<file path="config.mk">
export PLATFORM = sky130hd
export DESIGN_NAME = exact_rational_compare_unit
export DESIGN_NICKNAME = d
export VERILOG_FILES = /design/src/design/erc_pkg.sv /design/src/design/exact_rational_compare_unit.sv /design/src/design/erc_serial_divider.sv
export SDC_FILE = /design/constraint.sdc
export NUM_CORES = 1
export LEC_CHECK = 0
export ABC_AREA = 1
export BUFFER_PORTS_ARGS = -buffer_cell sky130_fd_sc_hd__buf_2
export CAP_MARGIN = 25
export CELL_PAD_IN_SITES_DETAIL_PLACEMENT = 1
export CELL_PAD_IN_SITES_GLOBAL_PLACEMENT = 2
export CORE_MARGIN = 2
export CORE_UTILIZATION = 34
export DETAILED_ROUTE_END_ITERATION = 8
export PLACE_DENSITY_LB_ADDON = 0.1
export SLEW_MARGIN = 20
export SYNTH_ARGS = -nofsm -noshare
export SYNTH_HDL_FRONTEND = slang
export SYNTH_SLANG_ARGS = --single-unit
</file>
<file path="constraint.sdc">
create_clock -name clk -period 7.05 [get_ports clk]
set_input_delay 0.3525 -clock clk [delete_from_list [all_inputs] [get_ports clk]]
set_output_delay 0.3525 -clock clk [all_outputs]
set_load 0.01 [all_outputs]
</file>
<file path="src/design/erc_pkg.sv">
`timescale 1ns / 1ps
package erc_pkg;

  localparam int OperandWidthDefault = 64;
  localparam int FieldWidth = 64;

  localparam logic signed [1:0] ORDER_LESS    = 2'sb11;
  localparam logic signed [1:0] ORDER_EQUAL   = 2'sb00;
  localparam logic signed [1:0] ORDER_GREATER = 2'sb01;

  typedef struct packed {
    logic [FieldWidth-1:0] left_num;
    logic [FieldWidth-1:0] left_den;
    logic [FieldWidth-1:0] right_num;
    logic [FieldWidth-1:0] right_den;
  } operands_t;

  typedef struct packed {
    logic signed [1:0] order;
    logic              bad_denominator;
  } result_t;

  // control from the sequencer to each serial divider
  typedef struct packed {
    logic load;   // take fresh operands
    logic swap;   // numerator <= denominator, denominator <= remainder
    logic shift;  // one restoring division step
  } div_ctrl_t;

  typedef enum logic [1:0] {
    ST_IDLE,
    ST_SHIFT,
    ST_EVAL,
    ST_DONE
  } state_t;

endpackage

</file>
<file path="src/design/exact_rational_compare_unit.sv">
`timescale 1ns / 1ps
// Exact comparison of two non-negative fractions a/b against c/d by continued
// fraction expansion. Raise start with the operands while busy is low; the
// transaction is taken at that edge and busy stays high until the result has
// been shown. The result appears on result with a done pulse, high for exactly
// one cycle, that cannot be held off, so sample it on that cycle. Each
// expansion step runs two bit-serial restoring dividers side by side, one
// quotient bit per cycle, over the full OPERAND_WIDTH-bit quotients, and
// then tests the remainders and swaps. Quotient bits are compared as they
// emerge, so a step that decides the order ends early. A zero denominator
// skips the expansion and sets bad_denominator. The expansion takes at most
// about 93 steps for 64-bit operands. Only the low OPERAND_WIDTH bits of each
// field are used.
module exact_rational_compare_unit #(
  parameter int OPERAND_WIDTH = erc_pkg::OperandWidthDefault
) (
  input  logic               clk,
  input  logic               rst,
  input  logic               start,
  input  erc_pkg::operands_t operands,
  output logic               busy,
  output logic               done,
  output erc_pkg::result_t   result
);
  import erc_pkg::*;

  localparam int CntWidth = $clog2(OPERAND_WIDTH);
  localparam logic [CntWidth-1:0] CntLast = CntWidth'(OPERAND_WIDTH - 1);

  state_t              state;
  state_t              state_next;
  logic [CntWidth-1:0] cnt;
  logic                flipped;
  result_t             res;

  // operands truncated to the datapath width
  logic [OPERAND_WIDTH-1:0] ln_in;
  logic [OPERAND_WIDTH-1:0] ld_in;
  logic [OPERAND_WIDTH-1:0] rn_in;
  logic [OPERAND_WIDTH-1:0] rd_in;
  logic                     bad_in;

  div_ctrl_t ctrl;
  logic      lq_bit;
  logic      rq_bit;
  logic      lr_zero;
  logic      rr_zero;

  // sequencer outputs
  logic    accept;
  logic    cnt_clear;
  logic    flip_clear;
  logic    flip_toggle;
  logic    res_load;
  result_t res_value;

  // helpers: sense of the order, corrected for the flip at odd depth
  logic              last_bit;
  logic              q_differ;
  logic signed [1:0] q_sense;
  logic signed [1:0] r_sense;

  assign ln_in  = operands.left_num[OPERAND_WIDTH-1:0];
  assign ld_in  = operands.left_den[OPERAND_WIDTH-1:0];
  assign rn_in  = operands.right_num[OPERAND_WIDTH-1:0];
  assign rd_in  = operands.right_den[OPERAND_WIDTH-1:0];
  assign bad_in = (ld_in == '0) || (rd_in == '0);

  assign accept   = start && (state == ST_IDLE);
  assign last_bit = (cnt == CntLast);
  assign q_differ = (lq_bit != rq_bit);

  // quotient bits come msb first, so the first differing bit decides
  always_comb begin
    if (rq_bit ^ flipped) begin
      q_sense = ORDER_LESS;
    end else begin
      q_sense = ORDER_GREATER;
    end
  end

  // a zero remainder means that fraction ends here, i.e. it is the smaller at even depth and the larger at odd depth
  always_comb begin
    if (lr_zero ^ flipped) begin
      r_sense = ORDER_LESS;
    end else begin
      r_sense = ORDER_GREATER;
    end
  end

  erc_serial_divider #(
    .WIDTH(OPERAND_WIDTH)
  ) u_left_div (
    .clk     (clk),
    .ctrl    (ctrl),
    .numer   (ln_in),
    .denom   (ld_in),
    .qbit    (lq_bit),
    .rem_zero(lr_zero)
  );

  erc_serial_divider #(
    .WIDTH(OPERAND_WIDTH)
  ) u_right_div (
    .clk     (clk),
    .ctrl    (ctrl),
    .numer   (rn_in),
    .denom   (rd_in),
    .qbit    (rq_bit),
    .rem_zero(rr_zero)
  );

  // next state
  always_comb begin
    state_next = state;
    case (state)
      ST_IDLE: begin
        if (start) begin
          state_next = bad_in ? ST_DONE : ST_SHIFT;
        end
      end
      ST_SHIFT: begin
        if (q_differ) begin
          state_next = ST_DONE;
        end else if (last_bit) begin
          state_next = ST_EVAL;
        end
      end
      ST_EVAL: begin
        if (lr_zero || rr_zero) begin
          state_next = ST_DONE;
        end else begin
          state_next = ST_SHIFT;
        end
      end
      ST_DONE: begin
        state_next = ST_IDLE;
      end
      default: begin
        state_next = ST_IDLE;
      end
    endcase
  end

  // outputs of the sequencer
  always_comb begin
    ctrl        = '0;
    cnt_clear   = 1'b0;
    flip_clear  = 1'b0;
    flip_toggle = 1'b0;
    res_load    = 1'b0;
    res_value   = '{order: ORDER_EQUAL, bad_denominator: 1'b0};
    case (state)
      ST_IDLE: begin
        if (accept) begin
          ctrl.load  = 1'b1;
          cnt_clear  = 1'b1;
          flip_clear = 1'b1;
          if (bad_in) begin
            res_load  = 1'b1;
            res_value = '{order: ORDER_EQUAL, bad_denominator: 1'b1};
          end
        end
      end
      ST_SHIFT: begin
        ctrl.shift = 1'b1;
        if (q_differ) begin
          res_load  = 1'b1;
          res_value = '{order: q_sense, bad_denominator: 1'b0};
        end
      end
      ST_EVAL: begin
        if (lr_zero && rr_zero) begin
          res_load  = 1'b1;
          res_value = '{order: ORDER_EQUAL, bad_denominator: 1'b0};
        end else if (lr_zero || rr_zero) begin
          res_load  = 1'b1;
          res_value = '{order: r_sense, bad_denominator: 1'b0};
        end else begin
          // next term: each fraction becomes denominator over remainder
          ctrl.swap   = 1'b1;
          cnt_clear   = 1'b1;
          flip_toggle = 1'b1;
        end
      end
      ST_DONE: begin
      end
      default: begin
      end
    endcase
  end

  always_ff @(posedge clk) begin
    if (rst) begin
      state   <= ST_IDLE;
      cnt     <= '0;
      flipped <= 1'b0;
    end else begin
      state <= state_next;
      if (cnt_clear) begin
        cnt <= '0;
      end else if (ctrl.shift) begin
        cnt <= cnt + 1'b1;
      end
      if (flip_clear) begin
        flipped <= 1'b0;
      end else if (flip_toggle) begin
        flipped <= ~flipped;
      end
    end
  end

  // result payload, held until the next transaction
  always_ff @(posedge clk) begin
    if (res_load) begin
      res <= res_value;
    end
  end

  assign busy   = (state != ST_IDLE);
  assign done   = (state == ST_DONE);
  assign result = res;

endmodule

</file>
<file path="src/design/erc_serial_divider.sv">
`timescale 1ns / 1ps
module erc_serial_divider #(
  parameter int WIDTH = erc_pkg::OperandWidthDefault
) (
  input  logic                clk,
  input  erc_pkg::div_ctrl_t  ctrl,
  input  logic [WIDTH-1:0]    numer,
  input  logic [WIDTH-1:0]    denom,
  output logic                qbit,
  output logic                rem_zero
);
  import erc_pkg::*;

  logic [WIDTH-1:0] num;
  logic [WIDTH-1:0] den;
  logic [WIDTH-1:0] rem;
  logic [WIDTH:0]   trial;
  logic [WIDTH:0]   diff;

  // restoring step: bring down the next numerator bit, subtract if it fits
  assign trial    = {rem, num[WIDTH-1]};
  assign diff     = trial - {1'b0, den};
  assign qbit     = ~diff[WIDTH];
  assign rem_zero = (rem == '0);

  always_ff @(posedge clk) begin
    if (ctrl.load) begin
      num <= numer;
      den <= denom;
      rem <= '0;
    end else if (ctrl.swap) begin
      num <= den;
      den <= rem;
      rem <= '0;
    end else if (ctrl.shift) begin
      num <= {num[WIDTH-2:0], 1'b0};
      rem <= qbit ? diff[WIDTH-1:0] : trial[WIDTH-1:0];
    end
  end

endmodule
</file>
# Word level (Yosys, flattened, before mapping)
# Index checks and enable logic that the tools add are counted.
# Widths: inputs -> output; s select.
dict set report word_totals {
  reg_bits 396
  in_bits 259
  out_inout_bits 5
  elab_cells 81
}
dict set report op_classes {
  addsub 3
  eq_ne 7
  muxes 39
  n_bitwise 5
  reduce_logical 16
}
# op count
set op_table {}
lappend op_table {{$mux 64} 12}
lappend op_table {{$logic_not 64->1} 4}
lappend op_table {{$sub 65x64->65} 2}
lappend op_table {{$mux 2} 7}
lappend op_table {{$mux 1} 12}
lappend op_table {{$mux 3} 4}
lappend op_table {{$pmux 3 s3} 1}
lappend op_table {{$pmux 2 s4} 1}
lappend op_table {{$add 6x1->6 const B} 1}
lappend op_table {{$eq 6x6->1 const B} 1}
lappend op_table {{$reduce_or 2->1} 3}
lappend op_table {{$eq 2x2->1 const B} 2}
lappend op_table {{$reduce_bool 2->1} 2}
lappend op_table {{$ne 3x3->1 const B} 1}
lappend op_table {{$not 1->1} 3}
lappend op_table {{$pmux 1 s3} 1}
lappend op_table {{$reduce_bool 3->1} 1}
lappend op_table {{$eq 2x1->1 const B} 1}
lappend op_table {{$logic_and 1x1->1} 2}
lappend op_table {{$logic_not 2->1} 1}
lappend op_table {{$logic_or 1x1->1} 2}
lappend op_table {{$ne 2x2->1 const B} 1}
lappend op_table {{$pmux 1 s2} 1}
lappend op_table {{$reduce_and 2->1} 1}
lappend op_table {{2 further kinds} 3}

# Logic depth before layout (Yosys ltp)
# Gate-level depths: netlist of the first run.
dict set report depth {
  word_depth 7
  mapped_depth 22
  depth_no_buf 22
}

# By module
# From an unflattened synthesis of the first run, not the netlist that was laid out.
dict set report hier_totals {
  cells_unflattened 5054
  area_unflattened_um2 31393.9
}
# module n_inst cells_each area_each_um2 seq_area_each_um2
set by_module_without_submodules {}
lappend by_module_without_submodules {{erc_serial_divider (u_left_div)} 1 2418 15120.8 5124.9}
lappend by_module_without_submodules {{erc_serial_divider (u_right_div)} 1 2420 15105.7 5124.9}
lappend by_module_without_submodules {exact_rational_compare_unit 1 216 1167.4 270.3}

# Worst setup path before layout of the first run
# Ideal clock, no wire load.
dict set report synth_path {
  path_kind {flip-flop to flip-flop}
  startpoint {reg u_left_div.rem[63]}
  endpoint {reg u_left_div.num[0], enable pin}
  setup_time_ps 434
  arrival_time_ps 6028
  t_required_ps 6616
  slack_ps 589
  stages_incl_launch_ff 12
  path_buffers 2
  period_less_slack_ps 6461
  cell_sequence {dfxtp_1 > nor4_1 > nand4_1 > nor2_1 > nand2_1 > ha_1 > nand2_1 > nand2_1 > inv_1 > nand2_2 > buf_2 > buf_2}
}
dict set report synth_via {
  elab_chain_cells 6
  elab_cells_between_ends 7
  cone_classes {3 x mux; 4 x reduce/logical}
}
# element line
set synth_lines {}
lappend synth_lines {{start, declared} erc_serial_divider.sv:16} ;# logic [WIDTH-1:0] rem;
lappend synth_lines {{start signal, assigned} erc_serial_divider.sv:37} ;# rem <= qbit ? diff[WIDTH-1:0] : trial[WIDTH-1:0];
lappend synth_lines {{$logic_not 64->1 (*)} erc_serial_divider.sv:24} ;# assign rem_zero = (rem == '0);
lappend synth_lines {{$logic_or 1x1->1} exact_rational_compare_unit.sv:176} ;# end else if (lr_zero || rr_zero) begin
lappend synth_lines {{$mux 1} exact_rational_compare_unit.sv:176}
lappend synth_lines {{$mux 1 (*)} exact_rational_compare_unit.sv:173} ;# if (lr_zero && rr_zero) begin
lappend synth_lines {{$mux 1 (*)} exact_rational_compare_unit.sv:153} ;# case (state)
lappend synth_lines {{$reduce_bool 3->1 (no source line) (*)} n/a}
lappend synth_lines {{end signal, assigned} erc_serial_divider.sv:28} ;# num <= numer;
lappend synth_lines {{end signal, assigned} erc_serial_divider.sv:32} ;# num <= den;
lappend synth_lines {{end signal, assigned} erc_serial_divider.sv:36} ;# num <= {num[WIDTH-2:0], 1'b0};
lappend synth_lines {{end, declared} erc_serial_divider.sv:14} ;# logic [WIDTH-1:0] num;
# Every way passes the cells marked *; elsewhere a longest branch is shown, timed or not.
# A chain may end at the register's enable or synchronous reset.

# Worst setup path after layout of the first run
dict set report layout_path {
  startpoint {reg u_right_div.rem[13]}
  endpoint {reg u_left_div.rem[60]}
}
dict set report layout_via {
  elab_chain_cells 6
  elab_cells_between_ends 7
  cone_classes {3 x mux; 4 x reduce/logical}
}
# element line
set layout_lines {}
lappend layout_lines {{start, declared} erc_serial_divider.sv:16}
lappend layout_lines {{start signal, assigned} erc_serial_divider.sv:37}
lappend layout_lines {{$logic_not 64->1 (*)} erc_serial_divider.sv:24}
lappend layout_lines {{$logic_or 1x1->1} exact_rational_compare_unit.sv:176}
lappend layout_lines {{$mux 1} exact_rational_compare_unit.sv:176}
lappend layout_lines {{$mux 1 (*)} exact_rational_compare_unit.sv:173}
lappend layout_lines {{$mux 1 (*)} exact_rational_compare_unit.sv:153}
lappend layout_lines {{$reduce_or 2->1 (no source line) (*)} n/a}
# Marks and branches as above.

==> results.cfg, run 1 <==
[final_layout]
commonest_non_fill_non_tap_cells_in_the_layout = sky130_fd_sc_hd__nand2_1 (1032), sky130_fd_sc_hd__inv_1 (611), sky130_fd_sc_hd__nor2_1 (492), sky130_fd_sc_hd__nand3_1 (326), sky130_fd_sc_hd__o21ai_0 (322)
nets = 4774
final_common_cell = sky130_fd_sc_hd__nand2_1
drive_above_1_share_pct = 9.484
final_core_utilization_pct = 38.67
final_cell_count_no_fill = 5563
fin_area_um2 = 32830
synthToLayoutAreaGrowth_pct = 13.22

[critical_path]
cp-start-kind = register
critical_path.endpoint_type = register
worst_ep_arrival_time_ns = 5.40
highest_fanout_seen_on_the_critical_path = 88
critical_path.max_stage_delay_ns = 0.69
worst_reg2reg_path_length_in_cells = 13
critical-path-slowest-cell = sky130_fd_sc_hd__nor4_1
crit_path_cell_trace = nor4_1, nand4_1, nor4_1, inv_1, ha_4, nand2_4, nand2_4, inv_1, nand2_8, inv_1, buf_4, nand2_1, nand2_1
worst-endpoint-required_ns = 7.59
most_numerous_cell_on_the_critical_path = sky130_fd_sc_hd__inv_1
worstSetupPathType = register to register

[floorplanning]
io_pins = 264
die_area_um2 = 87620
core_area_um2 = 84880
die_height_um = 296.0
die_x_um = 296.0
initial_core_util_pct = 34.16
placement_rows = 107

[placement]
port_buffers = 263
post_place_cell_area_um2 = 31270
dp_hpwl_um = 93450
gp_routability_congestion = 0.9372
placed_cells = 5474

[power]
worst_ir_drop_vdd_mv = 0.2645
pwr_density_cell_nw_per_um2 = 528.1
cellLeakagePower_nw = 14.39

[clocking]
cts-root-buf = sky130_fd_sc_hd__clkbuf_16
cts_tree = yes
cts-htree-levels = 2
clk_pin_slew_ns = 0.06
worstSkewPairLatency_ns = 0.61
buffers_inserted_during_post_cts_setup_optimization = 0
cts_made_buffers = 49
cts_resized = 0
cts_buffer_depth = 3
holdBufCountCts = 0
cts_num_sinks = 396

[run]
max_cap_violations = 0

[timing]
worst-slew-pin-transition_ns = 1.033
fin_skew_ns = 0.02290
max_clock_freq_mhz = 206.0
period_needed_ns = 4.855
final_max_slew_violation_count = 0
rsz0062_at_grt = false
setup-violations-final = 0
finalHoldViolations = 0
finalSetupTns_ns = 0
layout_worst_path_cycle_share_pct = 68.87
max_slew_margin_pct = 30.19

[synthesis]
seq_area_frac_synth_pct = 36.29
netlist_top_cells_area = sky130_fd_sc_hd__edfxtp_1 (27%), sky130_fd_sc_hd__nand2_1 (13%), sky130_fd_sc_hd__dfxtp_1 (9.5%)
synth_area_leader_cell = sky130_fd_sc_hd__edfxtp_1
syn_nets = 4593
synth_enable_flop_cells = 259
synthesis.instances = 4200
synthesis_warnings = 0
synthDistinctLibCells = 56
synthDominantCellAreaShare_pct = 26.83
ys.flop_type = sky130_fd_sc_hd__edfxtp_1
post_synth_instance_area_um2 = 28990
syn_avg_cell_area_um2 = 6.903
ys_ff_latch = 396
ys_async_sr_fraction_pct = 0

[run_status]
status = complete, no violations

[grt]
global_route.overflow_total = 0
first_global_vias = 30228
antenna_found_initial = 1
pin_count_of_the_biggest_net_entering_global_routing = 190
grt_use_total_pct = 26.63
global_route_wire_length_before_repair_um = 178800

[routing]
num_vias = 28677
routed_wl_um = 118000
detailedRoute.firstPassIterationCount = 6
remaining_drc_errors = 0
post_drt_wl_per_cell_um = 21.21
drtIter0Drc = 1489
drt.antenna.violating_nets = 0
post_drt_via_cell_ratio = 5.155

[worst_hold_path]
worstHoldPathType = input port to register
hold_path_depth = 3
## routing by layer
layer	vias up	global-route usage (%)	wire length (µm)
li1	14269	-	-
met4	0	6.763	2949
met3	119	2.248	2989
met2	364	49.32	60180
met5	-	0	0
met1	13925	33.08	51860
## kinds of logic after synthesis
kind of cell / Yosys count / share of synthesized area [%]
adder cells (fa/ha/maj): 134 / 5.835
flip-flops: 396 / 36.29
AND/OR/NAND/NOR: 2034 / 29.49
AO/OA/AOI/OAI: 791 / 15.69
buffers and inverters: 769 / 10.40
XOR/XNOR: 76 / 2.296
## critical path, delay by kind of cell, from the launching register on
kind / cells / cell delay [ns]
AND/OR/NAND/NOR: 8 / 2.47
buffers and inverters: 4 / 1.43
flip-flops: 1 / 0.34
adder cells (fa/ha/maj): 1 / 0.35
## synthesized netlist by cell type (16+ instances only)
cell                       number
sky130_fd_sc_hd__nand2_1     1034
sky130_fd_sc_hd__inv_1        611
sky130_fd_sc_hd__nor2_1       494
sky130_fd_sc_hd__nand3_1      326
sky130_fd_sc_hd__o21ai_0      322
sky130_fd_sc_hd__edfxtp_1     259
sky130_fd_sc_hd__a21oi_1      178
sky130_fd_sc_hd__dfxtp_1      137
sky130_fd_sc_hd__a31oi_1      133
sky130_fd_sc_hd__ha_1         132
sky130_fd_sc_hd__clkbuf_1     119
sky130_fd_sc_hd__o211ai_1      67
sky130_fd_sc_hd__nor4_1        62
sky130_fd_sc_hd__xnor2_1       55
sky130_fd_sc_hd__o21bai_1      38
sky130_fd_sc_hd__nand4_1       34
sky130_fd_sc_hd__nor3_1        24
sky130_fd_sc_hd__xor2_1        21
sky130_fd_sc_hd__nand2_2       16
## state kept, by name, indices dropped and copies added (netlist names)
signal and count:
cnt 6, flipped 1, result 3, state 2, u_left_div.den 64, u_left_div.num 64
u_left_div.rem 64, u_right_div.den 64, u_right_div.num 64, u_right_div.rem 64
## per-stage QoR
stage               setup WS (ns)  total power, mW  hold slack, ns
floorplan                  0.5886            11.57          0.4583
global placement            2.380            14.81          0.4761
detailed placement          2.365            14.87          0.4850
CTS                         2.343            17.50       0.0008761
global route                1.968            18.86         0.04049
finish                      2.195            17.33         0.03986
## final timing paths
path / from / slack (ns) / end
worst min-delay path: operands[156] / 0.04 / u_left_div.den[28]
worst max register to register: u_right_div.rem[13] / 2.19 / u_left_div.rem[60]
worst min register to register: u_right_div.rem[40] / 0.50 / u_right_div.rem[40]
worst max-delay path: u_right_div.rem[13] / 2.19 / u_left_div.rem[60]
## final cells by class
cell class              count  area [µm²]
flip-flops and latches    396       10520
well taps                1144        1431
inverters                 617        2323
clock buffers              65        1326
multi-input cells        3035       15510
diodes                      1       2.502
clock inverters            23       225.2
repair buffers            282        1484
fillers                 10946       52050
## report_power, final
part / switching (mW) / internal [mW]
combinational: 7.24 / 3.05
sequential: 0.603 / 3.92
clock: 1.07 / 1.46
Power figures use the tool's default switching activity.
==> inputs of run 2 (changes only) <==
==> constraint.sdc (replaced) <==
create_clock -name clk -period 4.8 [get_ports clk]
set_input_delay 0.24 -clock clk [delete_from_list [all_inputs] [get_ports clk]]
set_output_delay 0.24 -clock clk [all_outputs]
set_load 0.01 [all_outputs]
==> run 2 against run 1 <==
Final area increased by 6.8%. Setup slack got worse by 1.5 ns. First-iteration DRC count increased by 4.3%. Cell count increased by 3.8%. Via count increased by 3.8%. Fmax increased by 17%. Power increased by 48%. Hold slack got worse by 0.025 ns. Sequential cell count unchanged. Non-clock buffer count increased by 208. Critical endpoint is now result[2].
==> results.cfg, run 2 (synthesis results as in run 1) <==
[timing]
finalSetupTns_ns = 0
layout_worst_path_cycle_share_pct = 86.19
fin_skew_ns = 0.03138
worst_hold_slack_ns = 0.01534
period_needed_ns = 4.137
max_clock_freq_mhz = 241.7
rsz0062_at_grt = false
max_slew_margin_pct = 31.67
final_max_slew_violation_count = 0
finalHoldViolations = 0
setup-violations-final = 0
worst-slew-pin-transition_ns = 1.014

[power]
worst_ir_drop_vdd_mv = 0.4764
pwr_density_cell_nw_per_um2 = 733.2
cellLeakagePower_nw = 15.32

[final_layout]
drive_above_1_share_pct = 9.158
commonest_non_fill_non_tap_cells_in_the_layout = sky130_fd_sc_hd__nand2_1 (1032), sky130_fd_sc_hd__inv_1 (611), sky130_fd_sc_hd__nor2_1 (492), sky130_fd_sc_hd__nand3_1 (326), sky130_fd_sc_hd__o21ai_0 (322)
fillCellCount = 10849
synthToLayoutAreaGrowth_pct = 20.93
nets = 4982
final_common_cell = sky130_fd_sc_hd__nand2_1

[clocking]
worstSkewPairLatency_ns = 0.62
cts_resized = 0
cts_made_buffers = 49
cts_num_sinks = 396
cts_buffer_depth = 3
cts-htree-levels = 2
clk_pin_slew_ns = 0.06
cts_tree = yes
cts-root-buf = sky130_fd_sc_hd__clkbuf_16

[critical_path]
critical_path.max_stage_delay_ns = 0.71
worst-endpoint-required_ns = 5.07
critical-path-slowest-cell = sky130_fd_sc_hd__nor4_1
cp-start-kind = register
critical_path.endpoint_type = register
crit_path_cell_trace = nor4_1, nand4_1, nor4_1, inv_1, ha_4, buf_4, buf_4, o211ai_1
critical-path-top-delay-family = simple AND/OR/NAND/NOR gates
worstSetupPathType = register to register
highest_fanout_seen_on_the_critical_path = 65
worstPathBufferInverterCount = 3
worst_ep_arrival_time_ns = 4.40

[floorplanning]
io_pins = 264
die_height_um = 296.0
die_x_um = 296.0
die_area_um2 = 87620
placement_rows = 107
core_area_um2 = 84880
initial_core_util_pct = 34.16

[run]
max_cap_violations = 0

[routing]
drt.antenna.violating_nets = 0
remaining_drc_errors = 0
post_drt_via_cell_ratio = 5.155
num_vias = 29773
detailedRoute.firstPassIterationCount = 7
routed_wl_um = 121000
drtIter0Drc = 1553
post_drt_wl_per_cell_um = 20.94

[placement]
gp_routability_congestion = 0.9289
port_buffers = 263
dp_hpwl_um = 92500

[grt]
first_global_vias = 31553
pin_count_of_the_biggest_net_entering_global_routing = 192
grt_use_total_pct = 27.41
global_route.overflow_total = 0
antenna_found_initial = 5
global_route_wire_length_before_repair_um = 184200

[worst_hold_path]
worstHoldPathType = input port to register

[run_status]
status = complete, no violations
[run 2: worst min-delay path, stage by stage]
cell and delay, ns:
sky130_fd_sc_hd__buf_2 0.09, sky130_fd_sc_hd__nand2_1 0.10, sky130_fd_sc_hd__o21ai_0 0.08
[run 2: layer usage]
layer	GRT usage [%]	vias to the layer above	wire, µm
li1	-	14691	-
met1	33.31	14441	51970
met2	49.73	464	60600
met3	3.028	173	3828
met4	9.916	4	4543
met5	0	-	25
[run 2: per-stage QoR]
stage                     instances  util, %  power, mW  area [µm²]  worst slack, ns
after floorplan                4200        -      16.94       29000           0.3136
after global routing           5776    41.31      27.99       35060           0.4436
final                          5776    41.31      25.71       35060           0.6630
after global placement         5476    36.96      21.71       31370           0.6177
after CTS                      5774    41.30      25.92       35060           0.5276
after detailed placement       5476    36.97      21.85       31380           0.5501
[run 2: what timing repair did]
item / in CTS / in global routing
endpoints found under the hold margin: 208 / 0
hold buffers: 206 / 0
buffers inserted: 0 / 0
[run 2: layout make-up]
class                           count  area [µm²]  share of cell area, %
Clock inverter                     26       236.5                 0.6744
Timing Repair Buffer              490        3636                  10.37
Tap cell                         1144        1431                  4.082
Multi-Input combinational cell   3035       15530                  44.29
Antenna cell                        2       5.005                0.01427
Inverter                          617        2323                  6.627
Sequential cell                   396       10520                  30.00
Clock buffer                       66        1383                  3.943
[run 2: report_power, final]
part           switching, mW  leakage (nW)  internal, mW
clock                   1.57         0.794          2.23
combinational           10.6          10.9          4.66
sequential             0.938          3.66          5.74
[run 2: worst paths after layout]
kind | slack (ns) | depth (start not counted) | endpoint | from
min | 0.02 | 3 | u_left_div.den[0] | operands[128]
max | 0.66 | 8 | result[2] | u_right_div.rem[12]
min reg2reg | 0.49 | 2 | u_left_div.rem[60] | u_left_div.rem[60]
max reg2reg | 0.66 | 8 | result[2] | u_right_div.rem[12]
